--- src/sv/fcbf_pkg.sv ---
// ----------------------------------------------------------------------------
// fcbf_pkg: shared types and constants for the flow-controlled byte FIFO
// Command classes, the queued command record, field widths and defaults.
// ----------------------------------------------------------------------------
package fcbf_pkg;

  // Field widths fixed by the channel formats
  localparam int OP_W    = 3;
  localparam int BYTE_W  = 8;
  localparam int LEN_W   = 7;
  localparam int COUNT_W = 11;
  localparam int TOTAL_W = 32;

  // Parameter defaults
  localparam int DEPTH_DEF     = 1024;
  localparam int MAX_BURST_DEF = 64;

  // Capacity register value after reset
  localparam logic [COUNT_W-1:0] CAP_RESET = 11'd1024;

  // Operation codes on the request channel
  localparam logic [OP_W-1:0] OP_WRITE = 3'd0;
  localparam logic [OP_W-1:0] OP_READ  = 3'd1;
  localparam logic [OP_W-1:0] OP_PEEK  = 3'd2;
  localparam logic [OP_W-1:0] OP_POP   = 3'd3;
  localparam logic [OP_W-1:0] OP_END   = 3'd4;

  // Decoded request class, one-hot
  typedef enum logic [5:0] {
    K_WRITE = 6'b000001,
    K_READ  = 6'b000010,
    K_PEEK  = 6'b000100,
    K_POP   = 6'b001000,
    K_END   = 6'b010000,
    K_NOP   = 6'b100000
  } kind_t;

  // One classified request as it travels to the back end
  typedef struct packed {
    kind_t              kind;
    logic [BYTE_W-1:0]  data_byte;
    logic [LEN_W-1:0]   length;
  } cmd_t;

  // Back-end sequencer states, one-hot
  typedef enum logic [2:0] {
    ST_IDLE  = 3'b001,
    ST_FETCH = 3'b010,
    ST_EMIT  = 3'b100
  } back_state_t;

endpackage

--- src/sv/fcbf_cmd_if.sv ---
// ----------------------------------------------------------------------------
// fcbf_cmd_if: request channel of the byte FIFO
// Valid/ready handshake carrying op, data_byte and length.
// ----------------------------------------------------------------------------
interface fcbf_cmd_if;
  logic                             valid;
  logic                             ready;
  logic [fcbf_pkg::OP_W-1:0]        op;
  logic [fcbf_pkg::BYTE_W-1:0]      data_byte;
  logic [fcbf_pkg::LEN_W-1:0]       length;

  modport source (output valid, output op, output data_byte, output length, input ready);
  modport sink   (input valid, input op, input data_byte, input length, output ready);
endinterface

--- src/sv/fcbf_front.sv ---
// ----------------------------------------------------------------------------
// fcbf_front: request intake
// Takes requests from the channel, decodes the op into a request class and
// holds the classified request until the command queue takes it.
// ----------------------------------------------------------------------------
module fcbf_front (
  input  logic               clk,
  input  logic               rst,
  fcbf_cmd_if.sink           cmd,
  output logic               push_valid,
  input  logic               push_ready,
  output fcbf_pkg::cmd_t     push_cmd
);

  logic           hold_valid;
  fcbf_pkg::cmd_t hold_cmd;
  fcbf_pkg::kind_t kind_dec;
  logic           take;

  // Accept whenever the holding register is empty or drains this cycle
  assign cmd.ready = !hold_valid || push_ready;
  assign take      = cmd.valid && cmd.ready;

  // Classify the op; unused codes become a status-only request
  always_comb begin
    case (cmd.op)
      fcbf_pkg::OP_WRITE: kind_dec = fcbf_pkg::K_WRITE;
      fcbf_pkg::OP_READ:  kind_dec = fcbf_pkg::K_READ;
      fcbf_pkg::OP_PEEK:  kind_dec = fcbf_pkg::K_PEEK;
      fcbf_pkg::OP_POP:   kind_dec = fcbf_pkg::K_POP;
      fcbf_pkg::OP_END:   kind_dec = fcbf_pkg::K_END;
      default:            kind_dec = fcbf_pkg::K_NOP;
    endcase
  end

  // Hold the valid flag
  always_ff @(posedge clk) begin
    if (rst) begin
      hold_valid <= 1'b0;
    end else if (take) begin
      hold_valid <= 1'b1;
    end else if (push_ready) begin
      hold_valid <= 1'b0;
    end
  end

  // Capture the classified request
  always_ff @(posedge clk) begin
    if (take) begin
      hold_cmd.kind      <= kind_dec;
      hold_cmd.data_byte <= cmd.data_byte;
      hold_cmd.length    <= cmd.length;
    end
  end

  assign push_valid = hold_valid;
  assign push_cmd   = hold_cmd;

endmodule

--- src/flat_wrapper.sv ---
// flat-port wrapper written by rule: the top's interface ports become plain ports
module fcbf_front_flat 
  (clk, rst, push_valid, push_ready, push_cmd, cmd_valid, cmd_op, cmd_data_byte, cmd_length, cmd_ready);
  fcbf_cmd_if cmd_i ();
  input  logic clk;
  input  logic rst;
  output logic push_valid;
  input  logic push_ready;
  output fcbf_pkg::cmd_t push_cmd;
  input wire logic [$bits(cmd_i.valid)-1:0] cmd_valid;
  input wire logic [$bits(cmd_i.op)-1:0] cmd_op;
  input wire logic [$bits(cmd_i.data_byte)-1:0] cmd_data_byte;
  input wire logic [$bits(cmd_i.length)-1:0] cmd_length;
  output wire logic [$bits(cmd_i.ready)-1:0] cmd_ready;
  assign cmd_i.valid = cmd_valid;
  assign cmd_i.op = cmd_op;
  assign cmd_i.data_byte = cmd_data_byte;
  assign cmd_i.length = cmd_length;
  assign cmd_ready = cmd_i.ready;
  fcbf_front u_core (.clk(clk), .rst(rst), .cmd(cmd_i), .push_valid(push_valid), .push_ready(push_ready), .push_cmd(push_cmd));
endmodule
--- config.mk ---
export PLATFORM = sky130hd
export DESIGN_NAME = fcbf_front_flat
export DESIGN_NICKNAME = d
export VERILOG_FILES = /design/src/sv/fcbf_pkg.sv /design/src/sv/fcbf_cmd_if.sv /design/src/sv/fcbf_front.sv /design/src/flat_wrapper.sv
export SDC_FILE = /design/constraint.sdc
export NUM_CORES = 1
export LEC_CHECK = 0
export BUFFER_PORTS_ARGS = -buffer_cell sky130_fd_sc_hd__buf_2
export CELL_PAD_IN_SITES_DETAIL_PLACEMENT = 1
export CELL_PAD_IN_SITES_GLOBAL_PLACEMENT = 2
export CORE_MARGIN = 4
export CORE_UTILIZATION = 28
export DETAILED_ROUTE_END_ITERATION = 10
export GPL_TIMING_DRIVEN = 1
export PLACE_DENSITY = 0.88
export SETUP_SLACK_MARGIN = 0.3
export SYNTH_ARGS = -nofsm -noshare
export SYNTH_HDL_FRONTEND = slang
export SYNTH_SLANG_ARGS = --single-unit
--- constraint.sdc ---
create_clock -name clk -period 2.6 [get_ports clk]
set_clock_uncertainty 0.15 [all_clocks]
set_input_delay 0.13 -clock clk [delete_from_list [all_inputs] [get_ports clk]]
set_output_delay 0.13 -clock clk [all_outputs]
set_load 0.1 [all_outputs]
After elaboration in Yosys (flattened, before gate mapping)
Index checks and enable logic that the tools add are counted.

word-level totals
  flip-flop bits (word level) = 22
  bits in latches = 0
  RAM bits = 0
  bits in read-only memories = 0
  bits of input ports = 22
  output and inout bits = 23
  logic and storage cells = 16
  memories kept = 0

operators by class
  add/sub/neg operators = 0
  multipliers = 0
  div/mod/pow operators = 0
  magnitude comparators = 0
  equal/unequal tests = 4
  shifts and indexed selects = 0
  muxes and demuxes = 3
  bitwise logic cells = 0
  reduce and logical (&&, ||, !) cells = 5

operators by type and width
  operator                                       count
  case mux 6 bit (5 select lines)                1
  == test 3 x 2 -> 1 bit, second input constant  2
  == test 3 x 1 -> 1 bit, second input constant  1
  == test 3 bit, second input constant           1
  logical NOT 3 bit                              1
  2-to-1 mux 1 bit                               2
  nonzero test 2 bit                             1
  logical AND 1 bit                              1
  logical NOT 1 bit                              1
  logical OR 1 bit                               1

Logic depth before layout (Yosys ltp)
  depth in word-level cells = 4
  mapped depth = 2
  gate-level depth less buffers = 2

Worst setup path after synthesis
No wires, ideal clock.

  path kind = register -> register
  start point = register u_core.hold_valid (netlist: u_core.push_valid)
  end point = register u_core.hold_cmd, in the netlist u_core.push_cmd[0] (enable)
  library setup time = 0.345 ns
  arrival = 1.853 ns
  required time = 2.105 ns
  slack = 0.251 ns
  stages on the path, launching flop included = 3
  buffers on the path = 0
  period minus slack after synthesis = 2.349 ns
  cell sequence = dfxtp_1 -> nand2b_4 -> and2_1

on the way
  cells in the longest elaborated chain, start to end = 3

RTL lines
  what                    line                RTL
  from (decl)             fcbf_front.sv:15    logic hold_valid;
  from (signal assigned)  fcbf_front.sv:39    hold_valid <= 1'b0;
  from (signal assigned)  fcbf_front.sv:41    hold_valid <= 1'b1;
  from (signal assigned)  fcbf_front.sv:43    hold_valid <= 1'b0;
  logical NOT 1 bit       fcbf_front.sv:21    assign cmd.ready = !hold_valid || push_ready;
  logical OR 1 bit        fcbf_front.sv:21
  via cmd_ready           flat_wrapper.sv:14  output wire logic [$bits(cmd_i.ready)-1:0] cmd_ready;
  logical AND 1 bit       fcbf_front.sv:22    assign take = cmd.valid && cmd.ready;
  via u_core.take         fcbf_front.sv:18    logic take;
  to (decl)               fcbf_front.sv:16    fcbf_pkg::cmd_t hold_cmd;

The timed path passes the listed nets, and every way through them passes these cells.
A chain may end at the register's enable or synchronous reset.

Worst setup path in the final report
  start point = register u_core.hold_valid (netlist: u_core.push_valid)
  end point = register u_core.hold_cmd, in the netlist u_core.push_cmd[9] (enable)

on the way
  cells in the longest elaborated chain, start to end = 3

RTL lines
  what               line
  logical NOT 1 bit  fcbf_front.sv:21
  logical OR 1 bit   fcbf_front.sv:21
  logical AND 1 bit  fcbf_front.sv:22
  via u_core.take    fcbf_front.sv:18

The timed path passes the listed nets, and every way through them passes these cells.

==> reports/qor.yml <==
area_delta_synth_final_pct: 64.2
tns_ns: 0
synth_area_um2: 724
syn_nets: 54
reg2reg_from: "u_core.push_valid"
io_pins: 45
cts_made_buffers: 3
hold_class: "input pin to flop"
die_area_um2: 3470
critPathCapture: "u_core.push_cmd[9]"
crit_fanout: 21
regArea_um2: 652
core_um2: 2480
vias: 533
period_share_pct: 63.7
fmax_mhz: 604
cts_tree: "done"
row_count: 18
ys_ff_latch: 22
grt_usage_pct: 10.9
syn_area_per_cell_um2: 22.6
synth.distinct_cells: 10
clock_sinks: 22
period_needed_ns: 1.66
crit_required_ns: 2.38
holdBufCountCts: 17
cap_violations: 0
p_leak_uw: 0.000511
multiInputGateArea_um2: 70.1
grt_pass1_vias: 541
relSlewSlack_pct: 40.0
ff2ff_path_depth: 2
cts-htree-levels: 1
clk_latency_ns: 0.29
cts_resized: 0
holdWs_ns: 0.0266
vias_per_cell: 4.20
r2r-end: "u_core.push_cmd[9]"
drt_iter0_drc: 13
drive_gt1_share_pct: 52.6
crit_path_end_kind: "flop"
die_x_um: 58.9
fp.dieH_um: 58.9
ant_nets: 0
routabilityCongestion: 0.653
start_util_pct: 29.2
crit_type: "flop to flop"
startpoint_type: "flop"
overflow: 0
num_antenna_cells: 0
regToRegSetupSlack_ns: 0.94
cts_setup_buffers: 0
wl_per_cell_um: 13.9
finalHoldViolCount: 0
ys_warn_count: 0
cts-root-buf: "clkbuf_4"
pwr_density_cell_nw_per_um2: 691
final-setup-viol-count: 0
syn_inst: 32
totalWireLength_um: 1760
first_pass_iters: 3
post-place-ws_ns: 0.937
antenna_found_initial: 0
crit_path_start: "u_core.push_valid"
status: "finished, final reports clean"
grt_max_degree: 22
num-fill-cells: 275
num-nets-final: 120
port_buffers: 44
yosysSeqAreaShare_pct: 89.8
drcViolationCount: 0
ir_drop_mv: 0.322
clk_pin_slew_ns: 0.11
cts_buffer_depth: 2
tightest_slew_ns: 0.900
final.setup.worst_slack_ns: 0.945
slew_viol_final: 0
rsz0062_at_grt: "false"
arrival_ns: 1.43
grt_first_pass_wirelength_um: 2650
==> per-stage QoR <==
stage / cells / cell area, um2 / total power (uW) / util (%)
CTS: 127 / 1190 / 832 / 48.0
finish: 127 / 1190 / 823 / 48.0
detailed placement: 106 / 983 / 636 / 39.7
global route: 127 / 1190 / 856 / 48.0
global placement: 106 / 983 / 632 / 39.7
floorplan: 32 / 726 / 594 / -
==> cell families (layout without fill, tap and decap cells) <==
kind of cell	Yosys count	count (layout)	share of synthesized area [%]
AND/OR/NAND/NOR	7	7	7.94
buffers and inverters	1	66	0.518
flip-flops	22	22	89.8
AO/OA/AOI/OAI	2	2	1.73
==> final cells by class <==
class	instances	share of cell area [%]
inverter	1	0.315
clock buffer	4	3.05
tap	30	3.15
sequential	22	54.8
multi-input combinational	9	5.89
timing repair buffer	61	32.8
==> worst max-delay path, stage by stage (launching register included) <==
cell,delay (ns)
dfxtp_2,0.35
nand2b_4,0.07
and2_1,0.72
==> sequential cells by signal (all words and copies together) (netlist names) <==
signal and count:
u_core.push_cmd 21, u_core.push_valid 1
==> cells in the mapped netlist (all sizes together) <==
cell type,n,area share [%]
and2,1,0.86
nand2b,1,1.9
dfxtp,1,2.8
a21oi,1,0.69
o21a,1,1.0
inv,1,0.52
nor3b,3,3.1
edfxtp,21,87
and3b,1,1.4
nor3,1,0.69
==> report_power, final <==
part           switching, uW  total (uW)  internal (uW)
registers               5.92         419            413
logic                    183         228           45.9
clock network           90.1         175           85.2
total                    279         823            544
==> worst min-delay path by stage <==
stage / start / end / depth (start not counted)
final: cmd_op[0] / u_core.push_cmd[20] / 2
after floorplan: rst / u_core.push_valid / 1
after detailed placement: rst / u_core.push_valid / 2
after global placement: rst / u_core.push_valid / 2
after CTS: cmd_op[0] / u_core.push_cmd[20] / 2
after global routing: cmd_op[1] / u_core.push_cmd[16] / 2
==> routing by layer <==
layer  up-vias  share of wire, %  global-route usage, %
met3         2                12                   3.07
met4         0              0.79                   5.83
li1        253                 -                      -
met5         -                 0                      0
met1       243                38                   11.6
met2        35                49                   19.4
==> placed cells by master, fill, tap and decap left out <==
cell	netlist	routed
dlygate4sd3_1	0	17
and2_1	1	1
and3b_2	1	1
a21oi_1	1	1
buf_2	0	44
inv_1	1	1
nand2b_4	1	1
o21a_1	1	1
edfxtp_1	21	21
dfxtp_2	0	1
clkbuf_8	0	1
clkbuf_4	0	3
nor3_1	1	1
nor3b_1	3	3
Note: power is estimated with default switching activity, not from simulation.
