<file path="config.mk">
export PLATFORM = sky130hd
export DESIGN_NAME = fcbf_cmd_queue
export DESIGN_NICKNAME = d
export VERILOG_FILES = /design/src/sv/fcbf_pkg.sv /design/src/sv/fcbf_cmd_queue.sv
export SDC_FILE = /design/constraint.sdc
export NUM_CORES = 1
export LEC_CHECK = 0
export ABC_AREA = 1
export ABC_CLOCK_PERIOD_IN_PS = 2100
export BUFFER_PORTS_ARGS = -buffer_cell sky130_fd_sc_hd__buf_2
export CAP_MARGIN = 25
export CELL_PAD_IN_SITES_DETAIL_PLACEMENT = 1
export CELL_PAD_IN_SITES_GLOBAL_PLACEMENT = 1
export CORE_MARGIN = 2
export CORE_UTILIZATION = 42
export CTS_CLUSTER_SIZE = 25
export DETAILED_ROUTE_END_ITERATION = 6
export PLACE_DENSITY = 0.87
export RECOVER_POWER = 50
export SLEW_MARGIN = 20
export SYNTH_ARGS = -nofsm -noshare
export SYNTH_HDL_FRONTEND = slang
export SYNTH_SLANG_ARGS = --single-unit
</file>
<file path="constraint.sdc">
create_clock -name clk -period 2.1 [get_ports clk]
set_clock_uncertainty 0.05 [all_clocks]
set_input_delay 0.315 -clock clk [delete_from_list [all_inputs] [get_ports clk]]
set_output_delay 0.315 -clock clk [all_outputs]
set_load 0.01 [all_outputs]
</file>
<file path="src/sv/fcbf_pkg.sv">
// ----------------------------------------------------------------------------
// fcbf_pkg: shared types and constants for the flow-controlled byte FIFO
// Command classes, the queued command record, field widths and defaults.
// ----------------------------------------------------------------------------
package fcbf_pkg;

  // Field widths fixed by the channel formats
  localparam int OP_W    = 3;
  localparam int BYTE_W  = 8;
  localparam int LEN_W   = 7;
  localparam int COUNT_W = 11;
  localparam int TOTAL_W = 32;

  // Parameter defaults
  localparam int DEPTH_DEF     = 1024;
  localparam int MAX_BURST_DEF = 64;

  // Capacity register value after reset
  localparam logic [COUNT_W-1:0] CAP_RESET = 11'd1024;

  // Operation codes on the request channel
  localparam logic [OP_W-1:0] OP_WRITE = 3'd0;
  localparam logic [OP_W-1:0] OP_READ  = 3'd1;
  localparam logic [OP_W-1:0] OP_PEEK  = 3'd2;
  localparam logic [OP_W-1:0] OP_POP   = 3'd3;
  localparam logic [OP_W-1:0] OP_END   = 3'd4;

  // Decoded request class, one-hot
  typedef enum logic [5:0] {
    K_WRITE = 6'b000001,
    K_READ  = 6'b000010,
    K_PEEK  = 6'b000100,
    K_POP   = 6'b001000,
    K_END   = 6'b010000,
    K_NOP   = 6'b100000
  } kind_t;

  // One classified request as it travels to the back end
  typedef struct packed {
    kind_t              kind;
    logic [BYTE_W-1:0]  data_byte;
    logic [LEN_W-1:0]   length;
  } cmd_t;

  // Back-end sequencer states, one-hot
  typedef enum logic [2:0] {
    ST_IDLE  = 3'b001,
    ST_FETCH = 3'b010,
    ST_EMIT  = 3'b100
  } back_state_t;

endpackage

</file>
<file path="src/sv/fcbf_cmd_queue.sv">
// ----------------------------------------------------------------------------
// fcbf_cmd_queue: two-entry command queue
// Decouples request intake from execution so either side can stall alone.
// ----------------------------------------------------------------------------
module fcbf_cmd_queue (
  input  logic               clk,
  input  logic               rst,
  input  logic               push_valid,
  output logic               push_ready,
  input  fcbf_pkg::cmd_t     push_cmd,
  output logic               pop_valid,
  input  logic               pop_ready,
  output fcbf_pkg::cmd_t     pop_cmd
);

  fcbf_pkg::cmd_t slots [2];
  logic           wr_ptr;
  logic           rd_ptr;
  logic [1:0]     fill;
  logic           do_push;
  logic           do_pop;

  assign push_ready = (fill != 2'd2);
  assign pop_valid  = (fill != 2'd0);
  assign do_push    = push_valid && push_ready;
  assign do_pop     = pop_valid && pop_ready;
  assign pop_cmd    = slots[rd_ptr];

  // Advance pointers and fill level
  always_ff @(posedge clk) begin
    if (rst) begin
      wr_ptr <= 1'b0;
      rd_ptr <= 1'b0;
      fill   <= 2'd0;
    end else begin
      if (do_push) begin
        wr_ptr <= !wr_ptr;
      end
      if (do_pop) begin
        rd_ptr <= !rd_ptr;
      end
      if (do_push && !do_pop) begin
        fill <= fill + 2'd1;
      end else if (do_pop && !do_push) begin
        fill <= fill - 2'd1;
      end
    end
  end

  // Store the incoming command
  always_ff @(posedge clk) begin
    if (do_push) begin
      slots[wr_ptr] <= push_cmd;
    end
  end

endmodule

</file>
# ---- Yosys cells after proc, flatten, opt, wreduce, memory -nomap -nowiden
# Memory sizes are Yosys's and may differ from the RTL's. A register that Yosys moved wholly into a read port is not among the register bits.
# Cells that the tools add are included.
dict set report word_totals {
  ff_bits 4
  latchBits 0
  ram_bits 42
  rom_bits 0
  elab_cells 23
  mem_count 1
}
dict set report classes {
  add_sub_neg 2
  multipliers 0
  div 0
  n_lt_le_gt_ge 0
  n_eq_ne 1
  shift 0
  n_mux 6
  bitwise 0
  reduce_logical 10
}
# memory depth width rd rd_clocked_by_memory_dff wr line_no
set mem_list {}
lappend mem_list {slots 2 21 1 1 1 fcbf_cmd_queue.sv:16} ;# fcbf_pkg::cmd_t slots [2];
# cell n
set op_table {}
lappend op_table {{logical AND 1 bit} 4}
lappend op_table {{zero test 1 bit} 4}
lappend op_table {{two-way mux 1 bit} 4}
lappend op_table {{two-way mux 2 bit} 2}
lappend op_table {{nonzero test 2 bit} 2}
lappend op_table {{adder 2 x 1 -> 2 bit (second input constant)} 1}
lappend op_table {{inequality test 2 bit (second input constant)} 1}
lappend op_table {{subtractor 2 x 1 -> 2 bit (second input constant)} 1}

# ---- Logic depth before layout (Yosys ltp)
# Gate-level depths: netlist of run 1.
dict set report depth {
  ltp_word 6
  mapped_depth 11
  depth_no_buf 11
}

# ---- Least setup slack after synthesis of run 1
# Ideal clock, no wire load.
dict set report synth_path {
  path_type {reg2reg}
  start {reg fill[0]}
  end {mem slots[1][0] in the netlist's numbering, enable pin}
  setup_ps 399
  arrival_ps 1447
  slack_ps 205
  stages_incl_launch_ff 5
  path_buffers 0
  synth_period_minus_slack_ps 1895
  cell_sequence {dfxtp_1 inv_2 nand2_2 nand2_2 nor2_1}
}
dict set report synth_between {
  elab_chain_cells 4
}
# item line_no
set synth_lines {}
lappend synth_lines {{start: declaration} fcbf_cmd_queue.sv:19} ;# logic [1:0] fill;
lappend synth_lines {{start signal: assignment} fcbf_cmd_queue.sv:43} ;# fill <= fill + 2'd1;
lappend synth_lines {{start signal: assignment} fcbf_cmd_queue.sv:45} ;# fill <= fill - 2'd1;
lappend synth_lines {{inequality test 2 bit} fcbf_cmd_queue.sv:23} ;# assign push_ready = (fill != 2'd2);
lappend synth_lines {{net push_ready} fcbf_cmd_queue.sv:9} ;# output logic push_ready,
lappend synth_lines {{logical AND 1 bit} fcbf_cmd_queue.sv:25} ;# assign do_push = push_valid && push_ready;
lappend synth_lines {{two-way mux 1 bit} fcbf_cmd_queue.sv:52} ;# if (do_push) begin
lappend synth_lines {{two-way mux 1 bit (implied by the code)} fcbf_cmd_queue.sv:53} ;# slots[wr_ptr] <= push_cmd;
lappend synth_lines {{end: declaration} fcbf_cmd_queue.sv:16}
# The timed path passes the listed nets, and every way through them passes these cells.

==> results of run 1 <==
[cell usage after synthesis]
| cell | number | area, µm² |
|---|---|---|
| a21oi_1 | 2 | 10.01 |
| nand2_1 | 6 | 22.52 |
| inv_2 | 1 | 3.750 |
| nand3_1 | 2 | 10.01 |
| nor2_1 | 7 | 26.28 |
| edfxtp_1 | 42 | 1261 |
| nand2_2 | 3 | 18.77 |
| nand4_1 | 1 | 6.260 |
| buf_6 | 2 | 22.52 |
| inv_1 | 7 | 26.28 |
| ha_1 | 1 | 12.51 |
| o21ai_0 | 2 | 10.01 |
| mux2_2 | 1 | 11.26 |
| dfxtp_1 | 5 | 100.1 |
| mux2_4 | 20 | 300.3 |
[logic make-up after synthesis]
| logic type | after synthesis | synth area share |
|---|---|---|
| flops | 47 | 0.7391 |
| mux | 21 | 0.1692 |
| simple gates | 19 | 0.04552 |
| buf+inv | 10 | 0.02853 |
| compound gates | 4 | 0.01087 |
| fa+ha+maj | 1 | 0.006792 |
[worst max path at each step]
| stage | startpoint | endpoint | slack, ns | cells past startpoint |
|---|---|---|---|---|
| after floorplan | fill[0]$_SDFFE_PP0P_ | slots[1][0]$_DFFE_PP_ | 0.20 | 4 |
| after global placement | register | pop_cmd[16] | 0.58 | 3 |
| after detailed placement | register | pop_cmd[19] | 0.53 | 3 |
| after CTS | register | pop_cmd[19] | 0.20 | 3 |
| after global routing | register | pop_cmd[6] | 0.16 | 3 |
| final | register | pop_cmd[6] | 0.22 | 3 |
[state kept, by name, indices dropped and copies added (netlist names), named ones only]
name / count
wr_ptr: 1
rd_ptr: 1
fill: 2
slots: 42
[critical path, stage by stage (launching register included)]
cell and delay (ns):
dfxtp_1 0.53, buf_12 0.23, mux2_4 0.31, buf_2 0.14
[per-layer routing]
metal  vias up  routed length, µm  part of all wire
met5         -                  0                 0
met4         0                 72             0.021
met3         7                192             0.056
met2        33               1896              0.55
met1       478               1298              0.38
li1        483                  -                 -
[power by group]
| part | leakage (nW) | internal [mW] | switching (mW) |
|---|---|---|---|
| sequential | 0.433 | 1.18 | 0.0611 |
| combinational | 0.399 | 0.365 | 0.382 |
| clock | 0.0418 | 0.232 | 0.292 |
[through the flow]
stage | instance area [µm²] | worst slack (ns) | total power [mW]
2_1_floorplan | 1842 | 0.2046 | 1.777
3_3_place_gp | 2175 | 0.5829 | 2.003
3_5_place_dp | 2175 | 0.5307 | 2.062
4_1_cts | 2263 | 0.2024 | 2.583
5_1_grt | 2223 | 0.1591 | 2.667
6_report | 2223 | 0.2182 | 2.516
[layout make-up]
cell class / instances / area, µm² / area share
sequential: 47 / 1361 / 0.6123
multi-input combinational: 45 / 420.4 / 0.1891
timing repair buffer: 52 / 257.7 / 0.1159
clock buffer: 5 / 68.82 / 0.03095
tap: 52 / 65.06 / 0.02926
inverter: 8 / 30.03 / 0.01351
clock inverter: 3 / 20.02 / 0.009004
==> metrics.txt, run 1 <==
Initial Util 0.4289; Rows 24; Layout Utilization 0.5178; H-Tree Depth 2; Final min period ~1.9 ns; die area approximately 0.0049 mm²; area grow syn2layout 20.72%; Min-Delay Endpoint slots[1][7]$_DFFE_PP_; global-route wire length before repair between 5000 and 6000 µm; final hold vios 0; vias in the first global route 1135; initial antenna violation count 0; most frequent cells in the layout edfxtp_1 (42), buf_2 (31), mux2_4 (20), clkbuf_1 (18), nand2_1 (9); Placer Congestion 0.6653; Synth Net Count 128; r2r endpoint slots[0][14]$_DFFE_PP_; gr usage total 0.1554; gr busiest metal met2; CTS tree built; yosys warns 0; Vias 1001; WHS Path Cells 1; CP Class reg -> out; P_leak 0.8743 nW; startpoint type of the worst setup path register; Max Slew Vio Count 0; Pre-antenna DRT Iters 4; register-to-register setup slack between 0.5 and 0.6 ns; synthesized flop and latch total 47; Num CTS Buffers 5; Max clock buf depth 2; RSZ-0062 raised after global routing false; post-cts resize count 0; cells after synthesis just over 100; Max-slew headroom 0.7054; final non-filler cell total roughly 210; CP Data Arrival Time about 1.5 ns; HPWL Detailed around 2700 µm; fillers about 450; share of layout cells above drive strength 1 0.3875; Cell variety after synth 15; remaining routing DRC violations 0; largest net degree at the start of global routing 18; Final ANT Viol Nets 0; reg-to-reg startpoint fill[0]$_SDFFE_PP0P_; Tightest Pin Transition 0.4419 ns; number of diodes 0; average size of a mapped cell ~18 µm²; Setup Total Neg Slack 0 ns; met2 Resource Use GR 0.2788; Hold Startpoint push_cmd[7]; final setup violation count 0; Hold Buf Count CTS 0; io pins 48; Clock Tree Root clkbuf_8; number of max-cap violations 0; met3 GRT Util 0.04185; WL final 3459 µm; length in cells of the worst reg-to-reg path 5; Die Span Y 70.22 µm; Port Buffers between 40 and 50; CP Capture Type primary output; Clock Latency Late Sink 0.29 ns; 1st-iter DRT viols 75; GR Util met1 0.1667; status finished, final reports clean; fin crit share 0.8961; CTS sink count between 40 and 50; Crit path required time approximately 1.7 ns; CP max FO 17; Routed WL per cell 16.32 µm; Synth Cell Area about 0.0018 mm²; hold_ws about 0.16 ns; pwr/cell area approximately 1100 mW/mm²; most common cell after layout, fill and taps aside edfxtp_1; core box area between 0.004 and 0.005 mm²; GRT Residual Overflow 0; Via density around 4.7; Net count, final about 190; clock-pin slew on the worst setup and hold paths 0.09 ns; sequential element share of the synthesized area 0.7391; max frequency approximately 530 MHz; Post CTS Setup Buffer Count 0; hold crit path type in -> reg; Inst Count DP between 200 and 250; Die Span X 70.22 µm; Peak VDD IR approximately 0.55 mV
No activity file was read; power rests on OpenSTA's default activity.
==> run 2: changes to the inputs <==
PLACE_DENSITY = unset   (was 0.87)
PLACE_DENSITY_LB_ADDON = 0.1   (was unset)
==> metrics.txt, run 2 (synthesized netlist as in run 1, its figures left out) <==
Placer Congestion around 0.65; status finished, final reports clean; final non-filler cell total 211; HPWL Detailed about 2400 µm; post-cts resize count 0; Die Span X roughly 70 µm; most frequent cells in the layout edfxtp_1 (42), buf_2 (36), mux2_4 (20), clkbuf_1 (12), nand2_1 (9); largest net degree at the start of global routing 22; r2r endpoint slots[1][19]$_DFFE_PP_; WHS Path Cells 1; P_leak roughly 0.91 nW; Port Buffers between 40 and 50; Final ANT Viol Nets 0; total chip power between 2 and 3 mW; share of layout cells above drive strength 1 0.4403; Biggest register slots; startpoint type of the worst setup path register; Vias approximately 1000; CP Capture Type primary output; Crit path required time 1.74 ns; WL final 3272 µm; CP Data Arrival Time 1.37 ns; Regs by FF count slots: 42 flops, fill: 2 flops; Die Span Y 70.22 µm; most common cell after layout, fill and taps aside edfxtp_1; global-route wire length before repair ~5300 µm; initial antenna violation count 0; remaining routing DRC violations 0; CP Class reg -> out; pwr/cell area 1213 mW/mm²; clock-pin slew on the worst setup and hold paths roughly 0.08 ns; Max-slew headroom 0.6271; met2 Resource Use GR 0.2652; Initial Util 0.4289; Setup Total Neg Slack 0 ns; CTS tree built; max frequency a little under 600 MHz; Pre-antenna DRT Iters 4; Min-Delay Endpoint slots[1][8]$_DFFE_PP_; max reg flops between 40 and 50; number of diodes 0; fin crit share 0.8262; gr usage total 0.1460; io pins 48; CTS sink count 47; Peak VDD IR 0.5598 mV; gr busiest metal met2; vias in the first global route 1119; H-Tree Depth 2; RSZ-0062 raised after global routing false; Hold Startpoint push_cmd[8]; Max clock buf depth 2; core box area between 0.004 and 0.005 mm²; Hold Buf Count CTS 0; final hold vios 0; met3 GRT Util 0.05772; length in cells of the worst reg-to-reg path 5; Clock Latency Late Sink ~0.29 ns; register-to-register setup slack approximately 0.38 ns; Tightest Pin Transition approximately 0.56 ns; number of max-cap violations 0; Via density ~4.7; CP max FO 13; GRT Residual Overflow 0; Routed WL per cell between 15 and 20 µm; Net count, final about 180; area grow syn2layout 22.89%; Post CTS Setup Buffer Count 0; reg-to-reg startpoint fill[0]$_SDFFE_PP0P_; Clock Tree Root clkbuf_8; Rows 24; Max Slew Vio Count 0; Final min period around 1.7 ns; die area 0.004931 mm²; GR Util met1 0.1470; final setup violation count 0; Inst Count DP 203; 1st-iter DRT viols 95; hold crit path type in -> reg; Num CTS Buffers 5
-- run 2: cell count changes in the layout (fill, tap and decap cells not counted) --
| cell | before | now |
|---|---|---|
| clkinv_1 | 1 | 0 |
| buf_12 | 1 | 0 |
| nor2_2 | 0 | 2 |
| clkinv_4 | 1 | 0 |
| clkbuf_1 | 18 | 12 |
| clkbuf_2 | 0 | 1 |
| bufinv_16 | 0 | 2 |
| buf_4 | 2 | 3 |
| buf_2 | 31 | 36 |
| clkinvlp_4 | 1 | 0 |
| nor2_1 | 7 | 5 |
-- run 2: worst max path at each step --
stage / from / to / slack (ns) / cells after the start
2_1_floorplan: fill[0]$_SDFFE_PP0P_ / slots[1][0]$_DFFE_PP_ / 0.20 / 4
6_report: register / pop_cmd[18] / 0.36 / 3
5_1_grt: register / pop_cmd[18] / 0.29 / 3
3_3_place_gp: register / pop_cmd[0] / 0.71 / 3
4_1_cts: register / pop_cmd[18] / 0.34 / 3
3_5_place_dp: fill[0]$_SDFFE_PP0P_ / fill[1]$_SDFFE_PP0P_ / 0.59 / 10
-- run 2: area by class of cell --
cell class / instances / area [µm²]
fill: 442 / 2031
sequential: 47 / 1361
multi-input combinational: 45 / 425.4
timing repair buffer: 51 / 249.0
clock buffer: 6 / 72.57
tap: 52 / 65.06
clock inverter: 2 / 60.06
inverter: 8 / 30.03
-- run 2: metrics by stage --
stage	worst slack [ns]	instance area, µm²	util	hold WS (ns)
after floorplan	0.2046	1842	-	0.3639
after global placement	0.7126	2155	0.5017	0.4297
after detailed placement	0.5917	2155	0.5017	0.4563
after CTS	0.3410	2287	0.5326	0.1417
after global routing	0.2853	2263	0.5271	0.1356
final	0.3650	2263	0.5271	0.1496
-- run 2: power by group --
group	switching [mW]	internal, mW	leakage (nW)
clock network	0.286	0.475	0.0654
logic	0.397	0.351	0.413
registers	0.0509	1.19	0.433
-- run 2: metal layers --
metal	up-vias	routed length, µm	part of all wire
li1	481	-	-
met5	-	0	0
met3	6	188	0.057
met4	0	49	0.015
met1	485	1237	0.38
met2	29	1797	0.55
-- run 2: worst max-delay path, cell delays in order, from the launching register on --
cell and delay, ns:
dfxtp_1 0.34, buf_4 0.27, mux2_4 0.33, buf_2 0.14
